==> config.mk <==
export PLATFORM = sky130hd
export DESIGN_NAME = switch_loop_detector_flat
export DESIGN_NICKNAME = d
export VERILOG_FILES = /design/src/rtl/slp_pkg.sv /design/src/rtl/slp_channels.sv /design/src/rtl/slp_ctrl.sv /design/src/rtl/slp_datapath.sv /design/src/rtl/switch_loop_detector.sv /design/src/flat_wrapper.sv
export SDC_FILE = /design/constraint.sdc
export NUM_CORES = 1
export LEC_CHECK = 0
export BUFFER_PORTS_ARGS = -buffer_cell sky130_fd_sc_hd__buf_2
export CORE_UTILIZATION = 60
export CTS_BUF_LIST = sky130_fd_sc_hd__clkbuf_4 sky130_fd_sc_hd__clkbuf_8
export DETAILED_ROUTE_END_ITERATION = 10
export HOLD_SLACK_MARGIN = 0.15
export PLACE_DENSITY_LB_ADDON = 0.25
export SYNTH_ARGS = -nofsm -noshare
export SYNTH_HDL_FRONTEND = slang
export SYNTH_SLANG_ARGS = --single-unit
==> constraint.sdc <==
create_clock -name clock -period 4.7 [get_ports clock]
set_input_delay 0.235 -clock clock [delete_from_list [all_inputs] [get_ports clock]]
set_output_delay 0.235 -clock clock [all_outputs]
set_load 0.005 [all_outputs]
==> src/rtl/slp_pkg.sv <==
// ----------------------------------------------------------------------------
// Switch loop detector package
// Shared constants, codes and the command and status types of the detector.
// ----------------------------------------------------------------------------
`default_nettype none

package slp_pkg;

   localparam int NUM_PORTS = 16;
   localparam int NP = (NUM_PORTS > 16) ? 16 : NUM_PORTS;

   localparam int MASK_W = 16;
   localparam int PORT_W = 4;
   localparam int COUNT_W = 4;
   localparam int AGE_W = 8;
   localparam int CSR_ADDR_W = 2;
   localparam int CSR_DATA_W = 8;

   localparam logic [MASK_W-1:0] PORT_ALL = MASK_W'((64'd1 << NP) - 64'd1);
   localparam logic [PORT_W-1:0] LAST_PORT = PORT_W'(NP - 1);

   localparam logic [AGE_W-1:0] AGE_RESET = 8'd10;
   localparam logic [COUNT_W-1:0] LIMIT_RESET = 4'd2;

   localparam logic [CSR_ADDR_W-1:0] CSR_AGE_SECONDS = 2'd0;
   localparam logic [CSR_ADDR_W-1:0] CSR_MOVE_LIMIT = 2'd1;
   localparam logic [CSR_ADDR_W-1:0] CSR_BLOCK_ENABLE = 2'd2;

   localparam logic OP_POLL = 1'b0;
   localparam logic OP_TICK = 1'b1;

   localparam logic [1:0] LOOP_IDLE = 2'd0;
   localparam logic [1:0] LOOP_MONITORING = 2'd1;
   localparam logic [1:0] LOOP_LOOPING = 2'd2;

   typedef struct packed {
      logic load;
      logic advance;
   } slp_cmd_type;

   typedef struct packed {
      logic last;
   } slp_stat_type;

endpackage

`default_nettype wire

==> src/rtl/slp_channels.sv <==
// ----------------------------------------------------------------------------
// Switch loop detector channels
// Valid/ready channels for the request beats and the response beats.
// ----------------------------------------------------------------------------
`default_nettype none

interface slp_req_if;
   logic valid;
   logic ready;
   logic op;
   logic [15:0] mac_moved;
   logic [15:0] link_up;
   logic [15:0] self_seen_mask;

   modport source (output valid, output op, output mac_moved, output link_up,
                   output self_seen_mask, input ready);
   modport sink (input valid, input op, input mac_moved, input link_up,
                 input self_seen_mask, output ready);
endinterface

interface slp_rsp_if;
   logic valid;
   logic ready;
   logic entry_valid;
   logic [3:0] port_index;
   logic [15:0] forward_mask;
   logic last;
   logic [15:0] blocked_ports;
   logic [15:0] port_led_blink;
   logic system_led_blink;
   logic [1:0] loop_state;

   modport source (output valid, output entry_valid, output port_index,
                   output forward_mask, output last, output blocked_ports,
                   output port_led_blink, output system_led_blink,
                   output loop_state, input ready);
   modport sink (input valid, input entry_valid, input port_index,
                 input forward_mask, input last, input blocked_ports,
                 input port_led_blink, input system_led_blink,
                 input loop_state, output ready);
endinterface

`default_nettype wire

==> src/rtl/slp_ctrl.sv <==
// ----------------------------------------------------------------------------
// Switch loop detector controller
// Takes one request beat at a time and steps the datapath through its
// response beats.
// ----------------------------------------------------------------------------
`default_nettype none

module slp_ctrl (
   input  wire logic                 clock,
   input  wire logic                 reset,
   input  wire logic                 req_valid,
   output logic                      req_ready,
   output logic                      rsp_valid,
   input  wire logic                 rsp_ready,
   input  wire slp_pkg::slp_stat_type stat,
   output slp_pkg::slp_cmd_type      cmd
);

   localparam logic ST_IDLE = 1'b0;
   localparam logic ST_EMIT = 1'b1;

   logic state_ff;
   logic state_in;

   always_comb begin
      req_ready = (state_ff == ST_IDLE);
      rsp_valid = (state_ff == ST_EMIT);
      cmd.load = req_ready && req_valid;
      cmd.advance = rsp_valid && rsp_ready && !stat.last;
      state_in = state_ff;
      case (state_ff)
         ST_IDLE: begin
            if (req_valid) begin
               state_in = ST_EMIT;
            end
         end
         ST_EMIT: begin
            if (rsp_ready && stat.last) begin
               state_in = ST_IDLE;
            end
         end
         default: begin
            state_in = ST_IDLE;
         end
      endcase
   end

   always_ff @(posedge clock) begin
      if (reset) begin
         state_ff <= ST_IDLE;
      end else begin
         state_ff <= state_in;
      end
   end

endmodule

`default_nettype wire

==> src/rtl/slp_datapath.sv <==
// ----------------------------------------------------------------------------
// Switch loop detector datapath
// Holds the configuration and detector state, updates it for each request
// and forms the response beats port by port.
// ----------------------------------------------------------------------------
`default_nettype none

module slp_datapath (
   input  wire logic                                  clock,
   input  wire logic                                  reset,
   input  wire logic                                  csr_we,
   input  wire logic [slp_pkg::CSR_ADDR_W-1:0]        csr_addr,
   input  wire logic [slp_pkg::CSR_DATA_W-1:0]        csr_wdata,
   input  wire slp_pkg::slp_cmd_type                  cmd,
   output slp_pkg::slp_stat_type                      stat,
   input  wire logic                                  op,
   input  wire logic [slp_pkg::MASK_W-1:0]            mac_moved,
   input  wire logic [slp_pkg::MASK_W-1:0]            link_up,
   input  wire logic [slp_pkg::MASK_W-1:0]            self_seen_mask,
   output logic                                       entry_valid,
   output logic [slp_pkg::PORT_W-1:0]                 port_index,
   output logic [slp_pkg::MASK_W-1:0]                 forward_mask,
   output logic                                       last,
   output logic [slp_pkg::MASK_W-1:0]                 blocked_ports,
   output logic [slp_pkg::MASK_W-1:0]                 port_led_blink,
   output logic                                       system_led_blink,
   output logic [1:0]                                 loop_state
);

   logic [slp_pkg::AGE_W-1:0]   age_ff;
   logic [slp_pkg::COUNT_W-1:0] limit_ff;
   logic                        block_en_ff;

   logic [slp_pkg::COUNT_W-1:0] cnt_ff [slp_pkg::NP];
   logic [slp_pkg::COUNT_W-1:0] cnt_in [slp_pkg::NP];
   logic                        wo_ff, wo_in;
   logic [slp_pkg::AGE_W-1:0]   wl_ff, wl_in;
   logic [slp_pkg::MASK_W-1:0]  nbm_ff, nbm_in;
   logic [slp_pkg::MASK_W-1:0]  rbm_ff, rbm_in;
   logic [slp_pkg::MASK_W-1:0]  slm_ff, slm_in;
   logic                        leds_ff, leds_in;
   logic [slp_pkg::MASK_W-1:0]  pls_ff, pls_in;
   logic                        sys_ff, sys_in;
   logic [1:0]                  ds_ff, ds_in;

   logic                        tick_ff;
   logic [slp_pkg::MASK_W-1:0]  link_ff;
   logic [slp_pkg::PORT_W-1:0]  idx_ff, idx_in;

   logic [slp_pkg::MASK_W-1:0]  move;
   logic [slp_pkg::MASK_W-1:0]  link;
   logic [slp_pkg::AGE_W-1:0]   wl_dec;
   logic                        any_event;
   logic                        refresh;

   always_comb begin
      move = mac_moved & slp_pkg::PORT_ALL;
      link = link_up & slp_pkg::PORT_ALL;
      wl_dec = wl_ff - 8'd1;
      any_event = 1'b0;
      refresh = 1'b0;

      cnt_in = cnt_ff;
      wo_in = wo_ff;
      wl_in = wl_ff;
      nbm_in = nbm_ff;
      rbm_in = rbm_ff;
      slm_in = slm_ff;
      leds_in = leds_ff;
      pls_in = pls_ff;
      sys_in = sys_ff;
      ds_in = ds_ff;

      if (cmd.load && (op == slp_pkg::OP_TICK)) begin
         if (wo_ff) begin
            wl_in = wl_dec;
            if (wl_dec == '0) begin
               wo_in = 1'b0;
            end
         end
      end else if (cmd.load) begin
         // Ports with link down forget their counts and marks.
         slm_in = (slm_ff | (self_seen_mask & slp_pkg::PORT_ALL)) & link;
         nbm_in = nbm_ff & link;
         for (int p = 0; p < slp_pkg::NP; p++) begin
            if (!link[p]) begin
               cnt_in[p] = '0;
            end
         end

         any_event = (move | slm_in) != '0;
         if (any_event && !wo_ff && !leds_ff) begin
            wo_in = 1'b1;
            wl_in = age_ff;
            ds_in = slp_pkg::LOOP_MONITORING;
         end

         if (wo_in && any_event) begin
            for (int p = 0; p < slp_pkg::NP; p++) begin
               if (slm_in[p]) begin
                  nbm_in[p] = 1'b1;
                  cnt_in[p] = '0;
                  slm_in[p] = 1'b0;
                  ds_in = slp_pkg::LOOP_LOOPING;
               end else if (move[p]) begin
                  if (cnt_in[p] < limit_ff) begin
                     cnt_in[p] = cnt_in[p] + 4'd1;
                  end else begin
                     nbm_in[p] = 1'b1;
                     cnt_in[p] = '0;
                     ds_in = slp_pkg::LOOP_LOOPING;
                  end
               end
            end
         end

         if (nbm_in != rbm_ff) begin
            rbm_in = rbm_ff | nbm_in;
            refresh = 1'b1;
         end else if ((rbm_ff != '0) && !leds_ff) begin
            refresh = 1'b1;
         end
         if (refresh) begin
            rbm_in = rbm_in & link;
            pls_in = rbm_in;
            sys_in = 1'b1;
            leds_in = 1'b1;
         end

         if (!wo_in) begin
            if (leds_in) begin
               pls_in = '0;
               sys_in = 1'b0;
               leds_in = 1'b0;
               ds_in = slp_pkg::LOOP_IDLE;
            end
            for (int p = 0; p < slp_pkg::NP; p++) begin
               cnt_in[p] = '0;
            end
            nbm_in = '0;
            rbm_in = '0;
         end
      end
   end

   always_comb begin
      if (cmd.load) begin
         idx_in = '0;
      end else if (cmd.advance) begin
         idx_in = idx_ff + 4'd1;
      end else begin
         idx_in = idx_ff;
      end
   end

   always_ff @(posedge clock) begin
      if (reset) begin
         age_ff <= slp_pkg::AGE_RESET;
         limit_ff <= slp_pkg::LIMIT_RESET;
         block_en_ff <= 1'b1;
      end else if (csr_we) begin
         case (csr_addr)
            slp_pkg::CSR_AGE_SECONDS: begin
               age_ff <= csr_wdata;
            end
            slp_pkg::CSR_MOVE_LIMIT: begin
               limit_ff <= csr_wdata[slp_pkg::COUNT_W-1:0];
            end
            slp_pkg::CSR_BLOCK_ENABLE: begin
               block_en_ff <= csr_wdata[0];
            end
            default: begin
            end
         endcase
      end
   end

   always_ff @(posedge clock) begin
      if (reset) begin
         for (int p = 0; p < slp_pkg::NP; p++) begin
            cnt_ff[p] <= '0;
         end
         wo_ff <= 1'b0;
         wl_ff <= slp_pkg::AGE_RESET;
         nbm_ff <= '0;
         rbm_ff <= '0;
         slm_ff <= '0;
         leds_ff <= 1'b0;
         pls_ff <= '0;
         sys_ff <= 1'b0;
         ds_ff <= slp_pkg::LOOP_IDLE;
         idx_ff <= '0;
         tick_ff <= 1'b0;
      end else begin
         cnt_ff <= cnt_in;
         wo_ff <= wo_in;
         wl_ff <= wl_in;
         nbm_ff <= nbm_in;
         rbm_ff <= rbm_in;
         slm_ff <= slm_in;
         leds_ff <= leds_in;
         pls_ff <= pls_in;
         sys_ff <= sys_in;
         ds_ff <= ds_in;
         idx_ff <= idx_in;
         if (cmd.load) begin
            tick_ff <= op;
         end
      end
   end

   always_ff @(posedge clock) begin
      if (cmd.load) begin
         link_ff <= link;
      end
   end

   always_comb begin
      entry_valid = !tick_ff;
      port_index = idx_ff;
      last = tick_ff || (idx_ff == slp_pkg::LAST_PORT);
      if (tick_ff) begin
         forward_mask = '0;
      end else begin
         forward_mask = link_ff & ~(16'd1 << idx_ff)
                        & ~(block_en_ff ? rbm_ff : 16'd0) & slp_pkg::PORT_ALL;
      end
      blocked_ports = rbm_ff;
      port_led_blink = pls_ff;
      system_led_blink = sys_ff;
      loop_state = ds_ff;
      stat.last = last;
   end

endmodule

`default_nettype wire

==> src/rtl/switch_loop_detector.sv <==
// Timing: the first response beat to a request beat is valid in the cycle after it is taken.
// Flow: a tick gives a single response beat and a poll one per port, one forwarding mask per
// cycle while rsp_ready is high; no request is taken until the last response is accepted.
// Reset: synchronous, active high; clears the detector state and loads the register defaults.
// ----------------------------------------------------------------------------
// Switch loop detector
// Counts MAC moves per port, blocks looped ports and emits per-port
// source-forwarding masks together with the LED and loop status.
// ----------------------------------------------------------------------------
`default_nettype none

module switch_loop_detector (
   input  wire logic                           clock,
   input  wire logic                           reset,
   slp_req_if.sink                             req_bus,
   slp_rsp_if.source                           rsp_bus,
   input  wire logic                           csr_we,
   input  wire logic [slp_pkg::CSR_ADDR_W-1:0] csr_addr,
   input  wire logic [slp_pkg::CSR_DATA_W-1:0] csr_wdata
);

   slp_pkg::slp_cmd_type  cmd;
   slp_pkg::slp_stat_type stat;
   logic                  req_ready;
   logic                  rsp_valid;

   slp_ctrl u_ctrl (
      .clock     (clock),
      .reset     (reset),
      .req_valid (req_bus.valid),
      .req_ready (req_ready),
      .rsp_valid (rsp_valid),
      .rsp_ready (rsp_bus.ready),
      .stat      (stat),
      .cmd       (cmd)
   );

   slp_datapath u_datapath (
      .clock            (clock),
      .reset            (reset),
      .csr_we           (csr_we),
      .csr_addr         (csr_addr),
      .csr_wdata        (csr_wdata),
      .cmd              (cmd),
      .stat             (stat),
      .op               (req_bus.op),
      .mac_moved        (req_bus.mac_moved),
      .link_up          (req_bus.link_up),
      .self_seen_mask   (req_bus.self_seen_mask),
      .entry_valid      (rsp_bus.entry_valid),
      .port_index       (rsp_bus.port_index),
      .forward_mask     (rsp_bus.forward_mask),
      .last             (rsp_bus.last),
      .blocked_ports    (rsp_bus.blocked_ports),
      .port_led_blink   (rsp_bus.port_led_blink),
      .system_led_blink (rsp_bus.system_led_blink),
      .loop_state       (rsp_bus.loop_state)
   );

   assign req_bus.ready = req_ready;
   assign rsp_bus.valid = rsp_valid;

endmodule

`default_nettype wire
==> src/flat_wrapper.sv <==
// flat-port wrapper written by rule: the top's interface ports become plain ports
module switch_loop_detector_flat 
  (clock, reset, csr_we, csr_addr, csr_wdata, req_bus_valid, req_bus_op, req_bus_mac_moved, req_bus_link_up, req_bus_self_seen_mask, req_bus_ready, rsp_bus_valid, rsp_bus_entry_valid, rsp_bus_port_index, rsp_bus_forward_mask, rsp_bus_last, rsp_bus_blocked_ports, rsp_bus_port_led_blink, rsp_bus_system_led_blink, rsp_bus_loop_state, rsp_bus_ready);
  slp_req_if req_bus_i ();
  slp_rsp_if rsp_bus_i ();
  input  wire logic clock;
  input  wire logic reset;
  input  wire logic csr_we;
  input  wire logic [slp_pkg::CSR_ADDR_W-1:0] csr_addr;
  input  wire logic [slp_pkg::CSR_DATA_W-1:0] csr_wdata;
  input wire logic [$bits(req_bus_i.valid)-1:0] req_bus_valid;
  input wire logic [$bits(req_bus_i.op)-1:0] req_bus_op;
  input wire logic [$bits(req_bus_i.mac_moved)-1:0] req_bus_mac_moved;
  input wire logic [$bits(req_bus_i.link_up)-1:0] req_bus_link_up;
  input wire logic [$bits(req_bus_i.self_seen_mask)-1:0] req_bus_self_seen_mask;
  output wire logic [$bits(req_bus_i.ready)-1:0] req_bus_ready;
  output wire logic [$bits(rsp_bus_i.valid)-1:0] rsp_bus_valid;
  output wire logic [$bits(rsp_bus_i.entry_valid)-1:0] rsp_bus_entry_valid;
  output wire logic [$bits(rsp_bus_i.port_index)-1:0] rsp_bus_port_index;
  output wire logic [$bits(rsp_bus_i.forward_mask)-1:0] rsp_bus_forward_mask;
  output wire logic [$bits(rsp_bus_i.last)-1:0] rsp_bus_last;
  output wire logic [$bits(rsp_bus_i.blocked_ports)-1:0] rsp_bus_blocked_ports;
  output wire logic [$bits(rsp_bus_i.port_led_blink)-1:0] rsp_bus_port_led_blink;
  output wire logic [$bits(rsp_bus_i.system_led_blink)-1:0] rsp_bus_system_led_blink;
  output wire logic [$bits(rsp_bus_i.loop_state)-1:0] rsp_bus_loop_state;
  input wire logic [$bits(rsp_bus_i.ready)-1:0] rsp_bus_ready;
  assign req_bus_i.valid = req_bus_valid;
  assign req_bus_i.op = req_bus_op;
  assign req_bus_i.mac_moved = req_bus_mac_moved;
  assign req_bus_i.link_up = req_bus_link_up;
  assign req_bus_i.self_seen_mask = req_bus_self_seen_mask;
  assign req_bus_ready = req_bus_i.ready;
  assign rsp_bus_valid = rsp_bus_i.valid;
  assign rsp_bus_entry_valid = rsp_bus_i.entry_valid;
  assign rsp_bus_port_index = rsp_bus_i.port_index;
  assign rsp_bus_forward_mask = rsp_bus_i.forward_mask;
  assign rsp_bus_last = rsp_bus_i.last;
  assign rsp_bus_blocked_ports = rsp_bus_i.blocked_ports;
  assign rsp_bus_port_led_blink = rsp_bus_i.port_led_blink;
  assign rsp_bus_system_led_blink = rsp_bus_i.system_led_blink;
  assign rsp_bus_loop_state = rsp_bus_i.loop_state;
  assign rsp_bus_i.ready = rsp_bus_ready;
  switch_loop_detector u_core (.clock(clock), .reset(reset), .req_bus(req_bus_i), .rsp_bus(rsp_bus_i), .csr_we(csr_we), .csr_addr(csr_addr), .csr_wdata(csr_wdata));
endmodule
After elaboration in Yosys (flattened, before gate mapping). Cells that the tools add are included. W data, S select, Z words.

Register bits: 176. Latch bits: 0. Memory bits (writable): 0. Bits in read-only memories: 0. Input bits: 64. Output and inout port bits: 59. Word-level logic and storage cells: 362. Memories kept: 0.

$add $sub $neg: 18. $mul: 0. Divide/modulo/power cells: 0. Order comparisons: 16. Eq/ne operators: 5. Shift-type cells: 1. Muxes and demuxes: 252. Bitwise gates (word level): 12. Reduce and logical (&&, ||, !) cells: 26.

Operator list (count): $mux W4 (96); $mux W16 (15); $mux W2 (66); $mux W64 (2); $and A16 B16 Y16 (5); $add A4 B1 Y4 const B (17); $mux W1 (68); $lt A4 B4 Y1 (16); $or A16 B16 Y16 (3); $mux W8 (4); $not A16 Y16 (2); $reduce_bool A16 Y1 (2); $ne A16 B16 Y1 (1); $shl A1 B4 Y16 const A (1); $logic_and A1 B1 Y1 (9); $logic_not A8 Y1 (1); $reduce_and A2 Y1 (4); $sub A8 B1 Y8 const B (1); $eq A4 B4 Y1 const B (1); $logic_not A1 Y1 (4); $reduce_bool A2 Y1 (2); $reduce_and A3 Y1 (1); $eq A2 B1 Y1 const B (1); $eq A2 B2 Y1 const B (1); other kinds (6) (7).

Logic depth before layout (Yosys ltp). Gate-level depths: netlist of run 1.

Word-level depth: 72. Gate-level depth with buffers: 18.

Cells and area by module. Synthesis of run 1 repeated with hierarchy kept, for this count alone.

Cell total of the unflattened synthesis: 1246. Area, all modules: 10522.6 sq um.

By module, submodules not included: slp_datapath (times used 1, cells each 1239, area an instance 10470.0 sq um, seq. area each 3663.5 sq um); slp_ctrl (times used 1, cells each 7, area an instance 52.6 sq um, seq. area each 20.0 sq um).

Worst setup path before layout of run 1. No wires, ideal clock.

Path kind: reg-to-reg. Start: register u_core.u_datapath.slm_ff[0] (netlist bit). End: register u_core.u_datapath.pls_ff (netlist bit u_core.u_datapath.port_led_blink[10]). Library setup time: 0.061 ns. Data arrival time: 3.549 ns. Data required time: 4.639 ns. Path slack: 1.090 ns. Stages on the path, launching flop included: 17. Buffers on the path: 4. Period minus slack after synthesis: 3.610 ns. Cells stage by stage: dfxtp_1 -> o21ai_4 -> nand4_1 -> or3_1 -> buf_6 -> o21a_1 -> buf_2 -> buf_2 -> a22oi_1 -> ha_1 -> nor4_1 -> nand4_1 -> nor2_1 -> a21oi_1 -> nor2_1 -> clkbuf_1 -> a32o_1.

Cells in the longest elaborated chain, start to end: 22. Elaborated cells on any way between the ends: 29.

RTL lines: start: declaration (line slp_datapath.sv:40) `logic [slp_pkg::MASK_W-1:0] slm_ff, slm_in;`; start signal: assignment (line slp_datapath.sv:200) `slm_ff <= slm_in;`; $or A16 B16 Y16 * (line slp_datapath.sv:83) `slm_in = (slm_ff | (self_seen_mask & slp_pkg::PORT_ALL)) & link;`; $and A16 B16 Y16 * (line slp_datapath.sv:83); $or A16 B16 Y16 (line slp_datapath.sv:91) `any_event = (move | slm_in) != '0;`; $reduce_bool A16 Y1 (line slp_datapath.sv:91); $logic_and A1 B1 Y1 (2 in series) (line slp_datapath.sv:92) `if (any_event && !wo_ff && !leds_ff) begin`; $mux W1 (line slp_datapath.sv:92); $mux W1 (line slp_datapath.sv:81) `end else if (cmd.load) begin`; $mux W1 (line slp_datapath.sv:74) `if (cmd.load && (op == slp_pkg::OP_TICK)) begin`; [... 5 more ...]; $mux W1 (line slp_datapath.sv:117) `if (nbm_in != rbm_ff) begin`; $mux W1 (line slp_datapath.sv:81); $mux W1 (line slp_datapath.sv:74); $mux W1 (line slp_datapath.sv:123) `if (refresh) begin`; $mux W1 (line slp_datapath.sv:81); $mux W1 (line slp_datapath.sv:74); $mux W16 (line slp_datapath.sv:131) `if (leds_in) begin`; $mux W16 * (line slp_datapath.sv:130) `if (!wo_in) begin`; end signal: assignment (line slp_datapath.sv:202) `pls_ff <= pls_in;`; end: declaration (line slp_datapath.sv:42) `logic [slp_pkg::MASK_W-1:0] pls_ff, pls_in;`.

Mark *: on every way between the ends. The rest lies on a longest branch, timed or not. The select of a mux whose other input is x is not followed. A chain may end at the register's enable or synchronous reset.

Worst setup path after layout of run 1.
Start: input port req_bus_self_seen_mask[5]. End: register u_core.u_datapath.pls_ff (netlist bit u_core.u_datapath.port_led_blink[5]).

Cells in the longest elaborated chain, start to end: 22. Elaborated cells on any way between the ends: 29.

RTL lines: start: declaration (line flat_wrapper.sv:15) `input wire logic [$bits(req_bus_i.self_seen_mask)-1:0] req_bus_self_seen_mask;`; $or A16 B16 Y16 * (line slp_datapath.sv:83); $and A16 B16 Y16 * (line slp_datapath.sv:83); $or A16 B16 Y16 (line slp_datapath.sv:91); $reduce_bool A16 Y1 (line slp_datapath.sv:91); $logic_and A1 B1 Y1 (2 in series) (line slp_datapath.sv:92); $mux W1 (line slp_datapath.sv:92); $mux W1 (line slp_datapath.sv:81); $mux W1 (line slp_datapath.sv:74); [... 5 more ...]; $mux W1 (line slp_datapath.sv:117); $mux W1 (line slp_datapath.sv:81); $mux W1 (line slp_datapath.sv:74); $mux W1 (line slp_datapath.sv:123); $mux W1 (line slp_datapath.sv:81); $mux W1 (line slp_datapath.sv:74); $mux W16 (line slp_datapath.sv:131); $mux W16 * (line slp_datapath.sv:130).

Marks and branches as above.

==> flow_summary.ini, run 1 <==
[outcome]
outcome = completed

[synthesis]
ys_ff_latch = 176
synth_top_family_by_area = compound AO/OA/AOI/OAI gates
synth-compound-area-share = 0.2411
seq_area_frac_synth = 0.3510
synth-edff-count = 16
synthAdderAreaFrac = 0.1049
synthCells = 1301
synthMuxAreaShare = 0.01347
yosys-top-cells-area = dfxtp_1 31%, ha_1 10%, nand2_1 6.1%
syn_avg_cell_area_um2 = 8.066
yosysWarnings = 0
async_flop_share = 0
yosys.area_share.simple = 0.1946
synth_ff_type = dfxtp_1
yosysTopAreaCellShare = 0.3052
yosysMostFrequentCell = nand2_1
synthesis.nets = 1453
synth_common_cells = 171 x nand2_1, 160 x dfxtp_1, 116 x o21ai_0
synth_largest_area_cell = dfxtp_1
synth-xor-area-share = 0.03005
synth_cell_types = 72
syn_area_um2 = 10490

[place]
numPortBuffers = 122
dp.cells = 1600
dp_hpwl_um = 22170
place.gp.congestion = 0.8999

[die]
die_x_um = 134.3
initial_utilization = 0.6239
rows = 47
die_height_um = 134.3
ios = 123
core_area_um2 = 16820
die_area_um2 = 18020

[sta]
min_period_ps = 4468
fin_skew_ps = 16.01
timing.final.crit_share = 0.9507
finalHoldViolations = 0
hold_ws_ps = 190.4
setup_violations = 0
fmax_ghz = 0.2238
rsz0062_at_grt = false
drv_slew = 0
fin_setup_tns_ps = 0
tightest_slew_ps = 1099
relSlewSlack = 0.2673

[route]
num_vias = 10470
wl_per_cell_um = 18.98
post_drt_via_cell_ratio = 6.243
remaining_drc_errors = 0
routed_wl_um = 31830
antenna_left = 0
dr.pass1.iters = 6
drtIter0Drc = 1112

[worst_setup_path]
crit_chain = dlygate4sd3_1 -> buf_2 -> o21ai_0 -> and4_1 -> nand4_4 -> o21ai_4 -> nor2_1 -> a21oi_1 -> ha_1 -> nor4_1 -> nand4_1 -> nor2_1 -> buf_4 -> nor2_1 -> a32o_1
cpMaxStageDelayCell = o21ai_4
arrival_ps = 4850
slowest_delay_ps = 590
path_common_cell = nor2_1
crit_path_end_kind = register
crit_path_max_fanout = 21
critPathKind = in2reg
cp_data_required_time_ps = 5080
cp-start-kind = primary input

[layout]
multi_input_area_um2 = 6141
antenna_cells = 0
syn_to_final_growth_pct = 16.05
final_util = 0.7241
regArea_um2 = 3684
nets = 1596
stdcell_count = 1677
fill_cells = 1314
layout-drive-gt1-share = 0.1414

[cts]
numCtsBuffers = 17
clkSinkCount = 176
root_buffer = clkbuf_8
cts_max_level = 4
clockBufferDepth = 2
cts_tree = yes
clock_latency_ps = 490
clk_pin_slew_ps = 100

[grt]
antenna_found_initial = 0
grt_max_degree = 95
grt_pass1_wl_um = 50040
grt_use_total = 0.3538
grt-ovfl-total = 0
grt_pass1_vias = 9743

[run]
maxCapViolations = 0

[worst_hold_path]
min_path_type = in2reg

[power_and_ir_drop]
p_leak_nw = 5.413
peakVddDrop_mv = 0.2095
p_total_mw = 3.377
power_density_nw_per_um2 = 277.3
metal layers:
layer	part of all wire	vias to the layer above	GRT usage	routed length (µm)
met3	0.095	97	0.05442	3012
met2	0.45	613	0.5685	14310
met1	0.42	4813	0.4656	13360
li1	-	4947	-	-
met4	0.036	0	0.1685	1150
met5	0	-	0	0
path summary, 6_finish.rpt:
| check | endpoint | slack [ps] | depth (start not counted) | start |
|---|---|---|---|---|
| min | u_core.u_datapath.cnt_ff[8] | 190 | 4 | req_bus_mac_moved[13] |
| min reg2reg | u_core.u_datapath.cnt_ff[53] | 460 | 2 | u_core.u_datapath.cnt_ff[53] |
| max reg2reg | u_core.u_datapath.port_led_blink[5] | 320 | 13 | u_core.u_datapath.slm_ff[5] |
| max | u_core.u_datapath.port_led_blink[5] | 230 | 15 | req_bus_self_seen_mask[5] |
power breakdown:
group	internal (mW)	switching [mW]	leakage (nW)
Combinational	0.218	0.369	3.74
Clock	0.553	0.634	0.220
Sequential	1.56	0.0400	1.45
Total	2.33	1.04	5.41
layout by cell type, fill, tap and decap left out, types with 6 or more instances in the layout:
cell / instances
a21boi_0: 6
a21o_1: 12
a21oi_1: 88
a221oi_1: 17
a22o_1: 33
a22oi_1: 12
a31oi_1: 18
a32o_1: 20
and2_1: 43
buf_2: 122
buf_4: 30
clkbuf_8: 17
dfxtp_1: 160
dlygate4sd3_1: 45
edfxtp_1: 16
ha_1: 88
inv_1: 90
mux2i_1: 13
nand2_1: 171
nand3_1: 30
nand4_1: 10
nor2_1: 91
nor3_1: 40
nor4_1: 14
o21ai_0: 116
o22ai_1: 8
xnor2_1: 27
xor2_1: 9
what timing repair did:
action / CTS / global route
hold buffers: 45 / 0
resized for setup: 0 / 1
hold endpoints to repair: 52 / 0
setup endpoints to repair: 0 / 15
buffers inserted: 0 / 0
cell type report:
class,instances,share of cell area
clock buffer,17,0.01921
clock inverter,15,0.01747
inverter,92,0.02836
multi-input combinational,960,0.5043
sequential,176,0.3025
tap,220,0.02260
timing repair buffer,197,0.1056
logic make-up after synthesis:
group	Yosys count
and+or+nand+nor	438
buffers and inverters	165
muxes	14
xor gates and xnor gates	36
AOI/OAI and AO/OA	384
DFF	176
adders and majority gates	88
worst max-delay path, delay by kind of cell:
| kind | cells | cell delay, ps |
|---|---|---|
| simple gates | 7 | 1720 |
| buf+inv | 3 | 920 |
| fa+ha+maj | 1 | 250 |
| compound gates | 4 | 1700 |
sequential cells by signal, indices dropped and copies added (netlist names):
name / flops
u_core.u_datapath.system_led_blink: 1
u_core.u_datapath.port_led_blink: 16
u_core.u_datapath.link_ff: 16
u_core.u_datapath.block_en_ff: 1
u_core.u_datapath.age_ff: 8
u_core.u_ctrl.rsp_valid: 1
u_core.u_datapath.nbm_ff: 16
u_core.u_datapath.slm_ff: 16
u_core.u_datapath.wl_ff: 8
u_core.u_datapath.tick_ff: 1
u_core.u_datapath.blocked_ports: 16
u_core.u_datapath.wo_ff: 1
u_core.u_datapath.loop_state: 2
u_core.u_datapath.limit_ff: 4
u_core.u_datapath.leds_ff: 1
u_core.u_datapath.cnt_ff: 64
u_core.u_datapath.port_index: 4
per-stage QoR:
stage | worst slack, ps | instance area (µm²)
floorplan | 1090 | 10490
global placement | 359.0 | 11280
detailed placement | 335.6 | 11280
CTS | 292.7 | 12180
global route | 5.810 | 12180
finish | 231.7 | 12180
No activity file was read; power rests on OpenSTA's default activity.
==> run 2, diff against run 1 <==
- CORE_UTILIZATION: 60 -> 50
==> run 2 against run 1 <==
Global-route usage shrank 6.1 points. Combinational power is 0.9% lower. Critical endpoint is now u_core.u_datapath.port_led_blink[9]. Sequential share of layout area about the same. Largest power group unchanged.
==> flow_summary.ini, run 2 (synthesized netlist as in run 1, its figures left out) <==
[grt]
grt_pass1_vias = 9539
grt_pass1_wl_um = 50160
grt-ovfl-total = 0
antenna_found_initial = 0
grt_max_degree = 57
grt_use_total = 0.2923

[cts]
cts_resized = 0
clockBufferDepth = 2
clock_latency_ps = 480
root_buffer = clkbuf_8
cts_setup_buffers = 0
numCtsBuffers = 17
holdBufCountCts = 45
cts_tree = yes
clk_pin_slew_ps = 100
cts_max_level = 4
clkSinkCount = 176

[worst_setup_path]
cp-start-kind = primary input
critPathKind = in2reg
crit_path_end_kind = register
r2r_cells = 12
arrival_ps = 4830
crit_path_max_fanout = 19
cp_data_required_time_ps = 5070

[sta]
fin_skew_ps = 19.66
timing.final.crit_share = 0.9502
tightest_slew_ps = 1050
fin_setup_tns_ps = 0
setup_ws_ps = 233.8
rsz0062_at_grt = false
setup_violations = 0
finalHoldViolations = 0
drv_slew = 0
hold_ws_ps = 184.4
relSlewSlack = 0.2977
min_period_ps = 4466
fmax_ghz = 0.2239

[layout]
final_common_cell = nand2_1
fill_cells = 1833
nets = 1594
regArea_um2 = 3684
syn_to_final_growth_pct = 16.17
largest_reg_flops = 64
multi_input_area_um2 = 6140
layout-drive-gt1-share = 0.1388
antenna_cells = 0
final_util = 0.5967
final_cell_mix = 171 x nand2_1, 160 x dfxtp_1, 122 x buf_2, 116 x o21ai_0, 91 x nor2_1
regMostFlops = u_core.u_datapath.cnt_ff

[die]
die_area_um2 = 21570
ios = 123
initial_utilization = 0.5137
rows = 52
core_area_um2 = 20430
die_x_um = 146.9
die_height_um = 146.9

[place]
pre_cts_ws_ps = 406.1
numPortBuffers = 122
place.gp.congestion = 0.9249
dp_hpwl_um = 22570

[route]
routed_wl_um = 31160
post_drt_via_cell_ratio = 5.914
drtIter0Drc = 814
antenna_left = 0
num_vias = 10201
wl_per_cell_um = 18.07
dr.pass1.iters = 5
remaining_drc_errors = 0

[power_and_ir_drop]
p_leak_nw = 5.391
peakVddDrop_mv = 0.2000
power_density_nw_per_um2 = 266.3
p_total_mw = 3.247

[outcome]
outcome = completed

[worst_hold_path]
hold_depth = 1
min_path_type = in2reg

[run]
maxCapViolations = 0
run 2: stage by stage:
| stage | instances | instance area, µm² |
|---|---|---|
| 2_1_floorplan | 1301 | 10490 |
| 3_3_place_gp | 1648 | 11340 |
| 3_5_place_dp | 1648 | 11340 |
| 4_1_cts | 1725 | 12190 |
| 5_1_grt | 1725 | 12190 |
| 6_report | 1725 | 12190 |
run 2: path summary, 6_finish.rpt:
check	start	endpoint	slack (ps)
worst max-delay path	req_bus_self_seen_mask[13]	u_core.u_datapath.port_led_blink[9]	230
worst max register to register	u_core.u_datapath.slm_ff[13]	u_core.u_datapath.port_led_blink[9]	320
worst min register to register	u_core.u_datapath.cnt_ff[53]	u_core.u_datapath.cnt_ff[53]	450
worst min-delay path	req_bus_link_up[5]	u_core.u_datapath.link_ff[5]	180
run 2: layer usage:
| layer | track usage | part of all wire |
|---|---|---|
| met2 | 0.4642 | 0.45 |
| met3 | 0.03820 | 0.075 |
| met1 | 0.3989 | 0.45 |
| met5 | 0 | 0 |
| met4 | 0.1229 | 0.030 |
run 2: layout make-up:
cell class	count	share of cell area
inverter	92	0.02833
multi-input combinational	960	0.5036
clock inverter	15	0.01365
tap	270	0.02771
clock buffer	17	0.01919
timing repair buffer	195	0.1053
sequential	176	0.3022
run 2: critical path, stage by stage:
cell and delay (ps):
dlygate4sd3_1 530, buf_2 130, o21ai_0 570, and4_1 370, nand4_4 220, o21a_1 500
and2_1 300, a21oi_1 140, ha_1 260, nor4_1 250, nand4_1 150, nor2_1 430
nor2_1 370, a32o_1 360
run 2: where the power goes:
group	switching [mW]	total, mW	internal (mW)
clock network	0.661	1.06	0.402
logic	0.364	0.582	0.218
registers	0.0378	1.60	1.56
